**src/rtl/timer_scaler_search_core_macros.svh**
```systemverilog
// Assertion macros for the timer scaler search core.
// Needs clk and rst_n in scope at the point of use.
`ifndef TIMER_SCALER_SEARCH_CORE_MACROS_SVH
`define TIMER_SCALER_SEARCH_CORE_MACROS_SVH
`ifndef NO_ASSERTIONS
`define TSS_ASSERT_IMPL(label, ante, cons) \
    label: assert property (@(posedge clk) disable iff (!rst_n) (ante) |-> (cons)) \
        else $error("tss same-cycle check failed");
`define TSS_ASSERT_NEXT(label, ante, cons) \
    label: assert property (@(posedge clk) disable iff (!rst_n) (ante) |=> (cons)) \
        else $error("tss next-cycle check failed");
`else
`define TSS_ASSERT_IMPL(label, ante, cons)
`define TSS_ASSERT_NEXT(label, ante, cons)
`endif
`endif

```
**src/rtl/tss_pkg.sv**
```systemverilog
// Shared types, constants and the postscale reciprocal table
// for the timer scaler search core. No dependencies.
package tss_pkg;

    localparam int TARGET_W = 28;
    localparam int DIVD_W   = 35;
    localparam int TICKS_W  = 23;
    localparam int RECIP_W  = 25;
    localparam int RECIP_SHIFT = 24;
    localparam int PROD_W   = TICKS_W + RECIP_W;
    localparam int POST_W   = 5;
    localparam int PRE_W    = 3;
    localparam int PER_W    = 8;
    localparam int MPP_W    = 12;
    localparam int ACH_W    = 24;
    localparam int CNT_W    = 6;
    localparam int TX_W     = 31;
    localparam int TPROD_W  = 60;
    localparam int TICK_SHIFT = 35;

    localparam logic [TARGET_W-1:0] LIMIT_NS   = 28'd214748364;
    localparam logic [DIVD_W-1:0]   NS_SCALE   = 35'd100;
    localparam logic [DIVD_W-1:0]   ROUND_ADD  = 35'd1562;
    localparam logic [12:0]         TICK_CNS   = 13'd3125;
    localparam logic [CNT_W-1:0]    TDIV_LAST  = 6'd0;
    localparam logic [CNT_W-1:0]    DRAIN_LAST = 6'd1;
    localparam logic [PER_W:0]      PERIOD_MAX = 9'd255;

    // ticks = floor((4 * target + 62) / 125), the divide by 125 done as
    // a multiply by ceil(2^35 / 125) and a shift by 35
    localparam logic [TX_W-1:0]     TICK_BIAS  = 31'd62;
    localparam logic [28:0]         TICK_RECIP = 29'd274877907;

    typedef struct packed {
        logic              load;
        logic              tick_step;
        logic              recip_mul;
        logic              quot_mul;
        logic              rem_fix;
        logic              cand;
        logic              publish;
        logic [POST_W-1:0] post;
        logic [PRE_W-1:0]  pre;
    } cmd_t;

    typedef struct packed {
        logic over_limit;
    } sts_t;

    // floor(2^24 / post)
    function automatic logic [RECIP_W-1:0] recip(input logic [POST_W-1:0] post);
        logic [RECIP_W-1:0] r;
        case (post)
            5'd1:    r = 25'd16777216;
            5'd2:    r = 25'd8388608;
            5'd3:    r = 25'd5592405;
            5'd4:    r = 25'd4194304;
            5'd5:    r = 25'd3355443;
            5'd6:    r = 25'd2796202;
            5'd7:    r = 25'd2396745;
            5'd8:    r = 25'd2097152;
            5'd9:    r = 25'd1864135;
            5'd10:   r = 25'd1677721;
            5'd11:   r = 25'd1525201;
            5'd12:   r = 25'd1398101;
            5'd13:   r = 25'd1290555;
            5'd14:   r = 25'd1198372;
            5'd15:   r = 25'd1118481;
            5'd16:   r = 25'd1048576;
            default: r = '0;
        endcase
        return r;
    endfunction

endpackage

```
**src/rtl/tss_ctrl.sv**
```systemverilog
// Sequencer for the timer scaler search: walks the tick divide, the
// postscale and prescale loops, drain and output. Uses tss_pkg.
module tss_ctrl #(
    parameter int POSTSCALE_MAX = 16,
    parameter int PRESCALE_MAX  = 7
) (
    input  logic          clk,
    input  logic          rst_n,
    input  logic          s_tvalid,
    output logic          s_tready,
    input  logic          m_tready,
    output logic          m_tvalid,
    input  tss_pkg::sts_t sts,
    output tss_pkg::cmd_t cmd
);

    localparam logic [3:0] ST_IDLE  = 4'd0;
    localparam logic [3:0] ST_TDIV  = 4'd1;
    localparam logic [3:0] ST_RMUL  = 4'd2;
    localparam logic [3:0] ST_QMUL  = 4'd3;
    localparam logic [3:0] ST_RFIX  = 4'd4;
    localparam logic [3:0] ST_CAND  = 4'd5;
    localparam logic [3:0] ST_DRAIN = 4'd6;
    localparam logic [3:0] ST_OUT   = 4'd7;

    localparam logic [tss_pkg::POST_W-1:0] POST_TOP = tss_pkg::POST_W'(POSTSCALE_MAX);
    localparam logic [tss_pkg::PRE_W-1:0]  PRE_TOP  = tss_pkg::PRE_W'(PRESCALE_MAX);

    logic [3:0]                   state_reg, state_next;
    logic [tss_pkg::CNT_W-1:0]    cnt_reg, cnt_next;
    logic [tss_pkg::POST_W-1:0]   post_reg, post_next;
    logic [tss_pkg::PRE_W-1:0]    pre_reg, pre_next;
    logic                         m_tvalid_reg, m_tvalid_next;

    always_comb
    begin
        state_next    = state_reg;
        cnt_next      = cnt_reg;
        post_next     = post_reg;
        pre_next      = pre_reg;
        m_tvalid_next = m_tvalid_reg;
        cmd           = '0;
        cmd.post      = post_reg;
        cmd.pre       = pre_reg;
        if (m_tready)
        begin
            m_tvalid_next = 1'b0;
        end
        case (state_reg)
            ST_IDLE:
            begin
                if (s_tvalid)
                begin
                    cmd.load   = 1'b1;
                    state_next = ST_TDIV;
                    cnt_next   = '0;
                    post_next  = POST_TOP;
                    pre_next   = PRE_TOP;
                end
            end
            ST_TDIV:
            begin
                if (sts.over_limit)
                begin
                    state_next = ST_OUT;
                end
                else
                begin
                    cmd.tick_step = 1'b1;
                    if (cnt_reg == tss_pkg::TDIV_LAST)
                    begin
                        state_next = ST_RMUL;
                    end
                    else
                    begin
                        cnt_next = cnt_reg + 1'b1;
                    end
                end
            end
            ST_RMUL:
            begin
                cmd.recip_mul = 1'b1;
                state_next    = ST_QMUL;
            end
            ST_QMUL:
            begin
                cmd.quot_mul = 1'b1;
                state_next   = ST_RFIX;
            end
            ST_RFIX:
            begin
                cmd.rem_fix = 1'b1;
                state_next  = ST_CAND;
            end
            ST_CAND:
            begin
                cmd.cand = 1'b1;
                if (pre_reg == '0)
                begin
                    pre_next = PRE_TOP;
                    if (post_reg == tss_pkg::POST_W'(1))
                    begin
                        state_next = ST_DRAIN;
                        cnt_next   = '0;
                    end
                    else
                    begin
                        post_next  = post_reg - 1'b1;
                        state_next = ST_RMUL;
                    end
                end
                else
                begin
                    pre_next = pre_reg - 1'b1;
                end
            end
            ST_DRAIN:
            begin
                if (cnt_reg == tss_pkg::DRAIN_LAST)
                begin
                    state_next = ST_OUT;
                end
                else
                begin
                    cnt_next = cnt_reg + 1'b1;
                end
            end
            ST_OUT:
            begin
                if (!m_tvalid_reg || m_tready)
                begin
                    cmd.publish   = 1'b1;
                    m_tvalid_next = 1'b1;
                    state_next    = ST_IDLE;
                end
            end
            default:
            begin
                state_next = ST_IDLE;
            end
        endcase
    end

    always_ff @(posedge clk or negedge rst_n)
    begin
        if (!rst_n)
        begin
            state_reg    <= ST_IDLE;
            cnt_reg      <= '0;
            post_reg     <= POST_TOP;
            pre_reg      <= PRE_TOP;
            m_tvalid_reg <= 1'b0;
        end
        else
        begin
            state_reg    <= state_next;
            cnt_reg      <= cnt_next;
            post_reg     <= post_next;
            pre_reg      <= pre_next;
            m_tvalid_reg <= m_tvalid_next;
        end
    end

    assign s_tready = (state_reg == ST_IDLE);
    assign m_tvalid = m_tvalid_reg;

endmodule

```
**src/rtl/tss_dpath.sv**
```systemverilog
// Datapath of the timer scaler search: reciprocal tick divide, reciprocal
// postscale divide, candidate pipe, best tracker. Uses tss_pkg.
module tss_dpath (
    input  logic                           clk,
    input  logic                           rst_n,
    input  tss_pkg::cmd_t                  cmd,
    output tss_pkg::sts_t                  sts,
    input  logic [tss_pkg::TARGET_W-1:0]   target_ns,
    output logic                           found,
    output logic [2:0]                     prescale_code,
    output logic [3:0]                     postscale_code,
    output logic [7:0]                     period_code,
    output logic [tss_pkg::ACH_W-1:0]      achieved_ns
);

    localparam int TW = tss_pkg::TARGET_W;
    localparam int KW = tss_pkg::TICKS_W;

    logic [TW-1:0]                  target_reg;
    logic [tss_pkg::TX_W-1:0]       tx_reg;
    logic [KW-1:0]                  ticks_reg;
    logic [KW-1:0]                  q0_reg, qp_reg, rem_reg;

    logic                           v1_reg, v2_reg;
    logic [tss_pkg::PER_W-1:0]      per1_reg, per2_reg;
    logic [tss_pkg::PRE_W-1:0]      pre1_reg, pre2_reg;
    logic [tss_pkg::POST_W-1:0]     post1_reg, post2_reg;
    logic [tss_pkg::MPP_W-1:0]      m1_reg;
    logic [tss_pkg::ACH_W-1:0]      t2_reg;
    logic [TW-1:0]                  err2_reg;

    logic                           best_found_reg;
    logic [TW-1:0]                  best_err_reg;
    logic [tss_pkg::ACH_W-1:0]      best_t_reg;
    logic [tss_pkg::PER_W-1:0]      best_per_reg;
    logic [tss_pkg::PRE_W-1:0]      best_pre_reg;
    logic [tss_pkg::POST_W-1:0]     best_post_reg;

    logic [KW-1:0]                  ticks;
    logic [tss_pkg::TPROD_W-1:0]    tprod;
    logic [tss_pkg::PROD_W-1:0]     prod;
    logic [27:0]                    qp_full;
    logic [KW-1:0]                  r_left;
    logic [KW:0]                    per_w;
    logic                           per_ok;
    logic [12:0]                    m_full;
    logic [18:0]                    m125;
    logic [25:0]                    t_sh;
    logic [tss_pkg::ACH_W-1:0]      t_now;
    logic [TW-1:0]                  t_ext;
    logic                           better;

    assign sts.over_limit = (target_reg > tss_pkg::LIMIT_NS);
    assign ticks          = ticks_reg;

    assign tprod = tss_pkg::TPROD_W'(tx_reg) * tss_pkg::TPROD_W'(tss_pkg::TICK_RECIP);

    assign prod    = tss_pkg::PROD_W'(ticks) * tss_pkg::PROD_W'(tss_pkg::recip(cmd.post));
    assign qp_full = 28'(q0_reg) * 28'(cmd.post);
    assign r_left  = ticks - qp_reg;

    always_comb
    begin
        if (cmd.pre == '0)
        begin
            per_w = {1'b0, rem_reg};
        end
        else
        begin
            per_w = (({1'b0, rem_reg} >> (cmd.pre - 3'd1)) + 1'b1) >> 1;
        end
    end

    assign per_ok = (per_w != '0) && (per_w <= (KW+1)'(tss_pkg::PERIOD_MAX))
                    && ((per_w > (KW+1)'(1)) || (cmd.pre != '0));
    assign m_full = 13'(per_w[tss_pkg::PER_W-1:0]) * 13'(cmd.post);

    assign m125  = 19'(m1_reg) * 19'd125;
    assign t_sh  = 26'(m125) << pre1_reg;
    assign t_now = t_sh[25:2];
    assign t_ext = TW'(t_now);

    assign better = v2_reg && (err2_reg < best_err_reg);

    always_ff @(posedge clk or negedge rst_n)
    begin
        if (!rst_n)
        begin
            v1_reg         <= 1'b0;
            v2_reg         <= 1'b0;
            best_found_reg <= 1'b0;
        end
        else
        begin
            v1_reg <= cmd.cand && per_ok;
            v2_reg <= v1_reg;
            if (cmd.load)
            begin
                best_found_reg <= 1'b0;
            end
            else if (better)
            begin
                best_found_reg <= 1'b1;
            end
        end
    end

    always_ff @(posedge clk)
    begin
        if (cmd.load)
        begin
            target_reg <= target_ns;
            tx_reg     <= tss_pkg::TX_W'({target_ns, 2'b00}) + tss_pkg::TICK_BIAS;
        end
        if (cmd.tick_step)
        begin
            ticks_reg <= tprod[tss_pkg::TICK_SHIFT +: KW];
        end

        if (cmd.recip_mul)
        begin
            q0_reg <= prod[tss_pkg::RECIP_SHIFT +: KW];
        end
        if (cmd.quot_mul)
        begin
            qp_reg <= qp_full[KW-1:0];
        end
        if (cmd.rem_fix)
        begin
            rem_reg <= (r_left >= KW'(cmd.post)) ? q0_reg + 1'b1 : q0_reg;
        end

        per1_reg  <= per_w[tss_pkg::PER_W-1:0];
        pre1_reg  <= cmd.pre;
        post1_reg <= cmd.post;
        m1_reg    <= m_full[tss_pkg::MPP_W-1:0];

        per2_reg  <= per1_reg;
        pre2_reg  <= pre1_reg;
        post2_reg <= post1_reg;
        t2_reg    <= t_now;
        err2_reg  <= (t_ext >= target_reg) ? t_ext - target_reg : target_reg - t_ext;

        if (cmd.load)
        begin
            best_err_reg  <= target_ns;
            best_t_reg    <= '0;
            best_per_reg  <= '0;
            best_pre_reg  <= '0;
            best_post_reg <= '0;
        end
        else if (better)
        begin
            best_err_reg  <= err2_reg;
            best_t_reg    <= t2_reg;
            best_per_reg  <= per2_reg;
            best_pre_reg  <= pre2_reg;
            best_post_reg <= post2_reg;
        end

        if (cmd.publish)
        begin
            found <= best_found_reg;
            if (best_found_reg)
            begin
                prescale_code  <= best_pre_reg;
                postscale_code <= 4'(best_post_reg - 1'b1);
                period_code    <= best_per_reg - 1'b1;
                achieved_ns    <= best_t_reg;
            end
            else
            begin
                prescale_code  <= '0;
                postscale_code <= '0;
                period_code    <= '0;
                achieved_ns    <= '0;
            end
        end
    end

endmodule

```
**src/rtl/timer_scaler_search_core.sv**
```systemverilog
// Finds timer prescale, postscale and period settings for a target interval
// in ns. Takes one target and returns one result: it takes the target, does one
// reciprocal multiply to 31.25 ns ticks, then per postscale value a reciprocal
// divide (reciprocal multiply, quotient multiply, remainder fix) and one candidate
// step per prescale value, then the pipeline drain and the output write. Targets
// above 214748364 ns return found = 0. A finished result waits in the output
// register while the next target is taken in.
// Depends on tss_pkg, tss_ctrl, tss_dpath and timer_scaler_search_core_macros.svh.
`include "timer_scaler_search_core_macros.svh"

module timer_scaler_search_core #(
    parameter int POSTSCALE_MAX = 16,
    parameter int PRESCALE_MAX  = 7
) (
    input  logic        clk,
    input  logic        rst_n,
    input  logic        s_tvalid,
    output logic        s_tready,
    input  logic [31:0] s_tdata,   // [27:0] target_ns, [31:28] zero
    output logic        m_tvalid,
    input  logic        m_tready,
    output logic [39:0] m_tdata,   // [2:0] prescale_code, [6:3] postscale_code,
                                   // [14:7] period_code, [38:15] achieved_ns, [39] zero
    output logic        m_tuser    // [0] found
);

    tss_pkg::cmd_t                 cmd;
    tss_pkg::sts_t                 sts;
    logic [2:0]                    prescale_code;
    logic [3:0]                    postscale_code;
    logic [7:0]                    period_code;
    logic [tss_pkg::ACH_W-1:0]     achieved_ns;

    tss_ctrl #(
        .POSTSCALE_MAX (POSTSCALE_MAX),
        .PRESCALE_MAX  (PRESCALE_MAX)
    ) u_ctrl (
        .clk      (clk),
        .rst_n    (rst_n),
        .s_tvalid (s_tvalid),
        .s_tready (s_tready),
        .m_tready (m_tready),
        .m_tvalid (m_tvalid),
        .sts      (sts),
        .cmd      (cmd)
    );

    tss_dpath u_dpath (
        .clk            (clk),
        .rst_n          (rst_n),
        .cmd            (cmd),
        .sts            (sts),
        .target_ns      (s_tdata[tss_pkg::TARGET_W-1:0]),
        .found          (m_tuser),
        .prescale_code  (prescale_code),
        .postscale_code (postscale_code),
        .period_code    (period_code),
        .achieved_ns    (achieved_ns)
    );

    assign m_tdata = {1'b0, achieved_ns, period_code, postscale_code, prescale_code};

    `TSS_ASSERT_NEXT(a_busy_after_transfer, s_tvalid && s_tready, !s_tready)
    `TSS_ASSERT_IMPL(a_miss_is_zero, m_tvalid && !m_tuser, m_tdata == 40'd0)
    `TSS_ASSERT_IMPL(a_unit_period_prescaled,
        m_tvalid && m_tuser && (m_tdata[14:7] == 8'd0), m_tdata[2:0] != 3'd0)

endmodule
```
**config.mk**
```make
export PLATFORM = sky130hd
export DESIGN_NAME = timer_scaler_search_core
export DESIGN_NICKNAME = d
export VERILOG_FILES = /design/src/rtl/tss_pkg.sv /design/src/rtl/tss_ctrl.sv /design/src/rtl/tss_dpath.sv /design/src/rtl/timer_scaler_search_core.sv
export VERILOG_INCLUDE_DIRS = /design/src /design/src/rtl
export SDC_FILE = /design/constraint.sdc
export NUM_CORES = 2
export LEC_CHECK = 0
export BUFFER_PORTS_ARGS = -buffer_cell sky130_fd_sc_hd__buf_2
export CORE_MARGIN = 5
export CORE_UTILIZATION = 43
export DETAILED_ROUTE_END_ITERATION = 10
export GPL_TIMING_DRIVEN = 0
export HOLD_SLACK_MARGIN = 0.03
export PLACE_DENSITY = 0.59
export SYNTH_ARGS = -nofsm -noshare
export SYNTH_HDL_FRONTEND = slang
export SYNTH_HIERARCHICAL = 1
export SYNTH_SLANG_ARGS = --single-unit
```
**constraint.sdc**
```tcl
create_clock -name clk -period 13.1 [get_ports clk]
set_input_delay 1.965 -clock clk [delete_from_list [all_inputs] [get_ports clk]]
set_output_delay 1.965 -clock clk [all_outputs]
set_load 0.05 [all_outputs]
```
==> impl_metrics.env <==
export IMPL_multiInputGateArea_sq_mm=0.04124
export IMPL_first_iter_violations=2629
export IMPL_crit_path_start_kind="flop"
export IMPL_clock_sinks=371
export IMPL_hold_end="u_dpath/per2_reg[5]"
export IMPL_hp_class="flop to flop"
export IMPL_syn_area_per_cell_sq_um=9.620
export IMPL_largest_reg_flops=29
export IMPL_cpMostUsedCell="fa_1"
export IMPL_async_reset_ff_share_pct=5.660
export IMPL_final_antenna_net_count=0
export IMPL_clk_insertion_delay_late_ps=600
export IMPL_firstDrtPassIters=5
export IMPL_regToRegSetupSlack_ps=1420
export IMPL_regArea_sq_mm=0.009709
export IMPL_grt_usage_pct=22.40
export IMPL_hpwl_um=129900
export IMPL_synth_edf_count=217
export IMPL_core_area_sq_mm=0.1315
export IMPL_yosysSeqAreaShare_pct=17.08
export IMPL_cp_slowest_cell="clkbuf_1"
export IMPL_ys_warn_count=6
export IMPL_synth_fp_nets=7550
export IMPL_nFillCells=12720
export IMPL_slew_violations=0
export IMPL_rows=133
export IMPL_initial_core_util_pct=43.25
export IMPL_worst_setup_path_type="flop to flop"
export IMPL_antenna_found_initial=6
export IMPL_vias=40690
export IMPL_finalCritPeriodShare_pct=89.17
export IMPL_root_buffer="clkbuf_16"
export IMPL_synth_cell_type_count=100
export IMPL_cp_required_ps=13420
export IMPL_numCtsBuffers=39
export IMPL_max_stage_delay_ps=960
export IMPL_routedWlPerCell_um=19.96
export IMPL_hp_start="u_dpath/per1_reg[5]"
export IMPL_cp_arrival_ps=12000
export IMPL_grt_max_degree=35
export IMPL_grt_pass1_wl_um=245500
export IMPL_port_buffers=73
export IMPL_die_h_um=373.6
export IMPL_regToRegEndpoint="u_dpath/q0_reg[22]"
export IMPL_period_minus_slack_ps=11680
export IMPL_worstPathMaxFanout=10
export IMPL_worst_hold_path_num_cells=0
export IMPL_crit_path_end_kind="flop"
export IMPL_drive_gt1_share_pct=4.799
export IMPL_max_freq_mhz=85.61
export IMPL_ys_ff_latch=371
export IMPL_finalClockSkew_ps=51.85
export IMPL_r2r_start="u_ctrl/post_reg[1]"
export IMPL_tns_ps=0
export IMPL_max_slew_margin_pct=1.568
export IMPL_area_delta_synth_final_pct=7.234
export IMPL_cts_htree_levels=2
export IMPL_setup_violations_final=0
export IMPL_grt_pass1_vias=42670
export IMPL_synth_cell_area_sq_mm=0.05685
export IMPL_ctsResizeCount=0
export IMPL_post_cts_buffers=0
export IMPL_final_nets=7673
export IMPL_synth_top_flop_cell="edfxtp_1"
export IMPL_ctsHoldBuffers=0
export IMPL_syn_inst=5910
export IMPL_drc=0
export IMPL_die_x_um=373.6
export IMPL_dieArea_sq_mm=0.1396
export IMPL_outcome="finished clean"
export IMPL_cts_tree="done"
export IMPL_hold_viol=0
export IMPL_vias_per_cell=5.201
export IMPL_worst_pin_slew_ps=1476
export IMPL_routed_wl_um=156100
export IMPL_rsz0062_at_grt="false"
export IMPL_io_pins=79
export IMPL_cap_violations=0
export IMPL_overflow=0
export IMPL_gp_congestion=0.9607
export IMPL_clk_pin_slew_ps=70
export IMPL_clk_path_buf_depth=3
export IMPL_r2r_cells=28
layer usage:
layer	share of wire (%)	up-vias	GRT usage, %
met5	0.0077	-	0
met4	3.9	2	7.321
met3	5.8	313	2.893
met2	47	1158	37.37
met1	44	20310	30.35
li1	-	18910	-
worst max-delay path: cells and delay by family, from the launching register on:
| family | cells | cell delay [ps] |
|---|---|---|
| xor+xnor | 1 | 110 |
| fa+ha+maj | 9 | 4340 |
| flops | 1 | 660 |
| buf+inv | 6 | 1790 |
| compound gates | 9 | 3390 |
| simple gates | 3 | 1060 |
area by class of cell:
type	count	share of cell area (%)
sequential	371	15.93
inverter	1371	8.441
clock buffer	49	1.853
buffer	194	1.297
antenna	4	0.01642
tap	1755	3.602
multi-input combinational	3974	67.64
clock inverter	23	0.4166
timing repair buffer	82	0.8065
Yosys cell counts, types with 13 or more instances:
library cell,number,area (sq um)
inv_1,1369,5139
fa_1,868,17380
ha_1,736,9209
nand2_1,538,2019
and2_1,276,1727
edfxtp_1,217,6516
a21oi_1,191,955.9
nor2_1,191,716.9
clkbuf_1,167,626.9
xnor2_1,150,1314
dfxtp_1,133,2663
mux2i_1,110,1101
o21ai_0,107,535.5
a21o_1,70,525.5
xor2_1,65,569.3
nand3_1,61,305.3
mux2_2,56,630.6
nand4_1,55,344.1
nor3_1,50,250.2
nor2b_1,36,225.2
nand2b_1,33,206.5
and3_1,30,187.7
o211ai_1,26,195.2
o21a_1,25,187.7
or3_1,25,156.4
o21bai_1,24,180.2
a211oi_1,22,165.2
a31oi_1,18,112.6
dfrtp_1,17,425.4
o31ai_1,15,112.6
nor4_1,13,81.33
logic make-up (layout without fill, tap and decap cells):
logic type / count (synthesis) / count (layout) / synth area share [%]
xor+xnor: 216 / 216 / 3.341
other cells: 1 / 5 / 0.006596
compound gates: 610 / 610 / 7.064
flops: 371 / 371 / 17.08
simple gates: 1364 / 1364 / 11.77
mux: 179 / 179 / 3.541
buf+inv: 1565 / 1719 / 10.44
fa+ha+maj: 1604 / 1604 / 46.76
placed cells by master (no fill, tap or decap), drive strengths merged, types with 9 or more instances in the layout:
cell type / Yosys / routed
a31oi: 18 / 18
a21oi: 192 / 192
mux2: 57 / 57
o21ai: 114 / 114
o31ai: 15 / 15
clkbuf: 167 / 216
mux4: 12 / 12
xnor2: 151 / 151
o211ai: 27 / 27
o21a: 25 / 25
ha: 736 / 736
or3: 25 / 25
clkinv: 1 / 9
dfrtp: 17 / 17
nand2: 539 / 539
o21bai: 25 / 25
fa: 868 / 868
or2: 12 / 12
nor4: 14 / 14
dfxtp: 133 / 133
and2: 276 / 276
a211oi: 23 / 23
a21o: 70 / 70
xor2: 65 / 65
and3: 30 / 30
nor2: 191 / 191
edfxtp: 217 / 217
nand2b: 33 / 33
a41oi: 9 / 9
mux2i: 110 / 110
inv: 1370 / 1375
nor2b: 36 / 36
nand3: 67 / 67
nand4: 55 / 55
buf: 27 / 109
nor3: 50 / 50
worst max-delay path by stage:
| stage | cells after the start | to | from | slack, ps |
|---|---|---|---|---|
| floorplan | 31 | u_dpath/q0_reg[22] | u_ctrl/post_reg[1] | 4770 |
| global placement | 28 | u_dpath/q0_reg[22] | u_ctrl/post_reg[1] | 1380 |
| detailed placement | 30 | u_dpath/q0_reg[22] | u_ctrl/post_reg[1] | 1520 |
| CTS | 30 | u_dpath/q0_reg[22] | u_ctrl/post_reg[1] | 1430 |
| global route | 30 | u_dpath/q0_reg[21] | u_ctrl/post_reg[1] | 980 |
| finish | 28 | u_dpath/q0_reg[22] | u_ctrl/post_reg[1] | 1420 |
through the flow:
step | worst slack (ps) | instance area, sq um | cells | hold slack [ps] | utilization (%)
global route | 976.1 | 60960 | 7820 | 330.6 | 46.37
floorplan | 4771 | 56850 | 5910 | 309.6 | -
detailed placement | 1522 | 59570 | 7747 | 312.1 | 45.32
global placement | 1382 | 59420 | 7738 | 311.1 | 45.20
finish | 1419 | 60970 | 7823 | 326.3 | 46.38
CTS | 1433 | 60960 | 7819 | 325.6 | 46.37
Power is left out: the tool's default activity adds up to more than one toggle a clock period on the data nets, which glitch-free logic cannot reach.
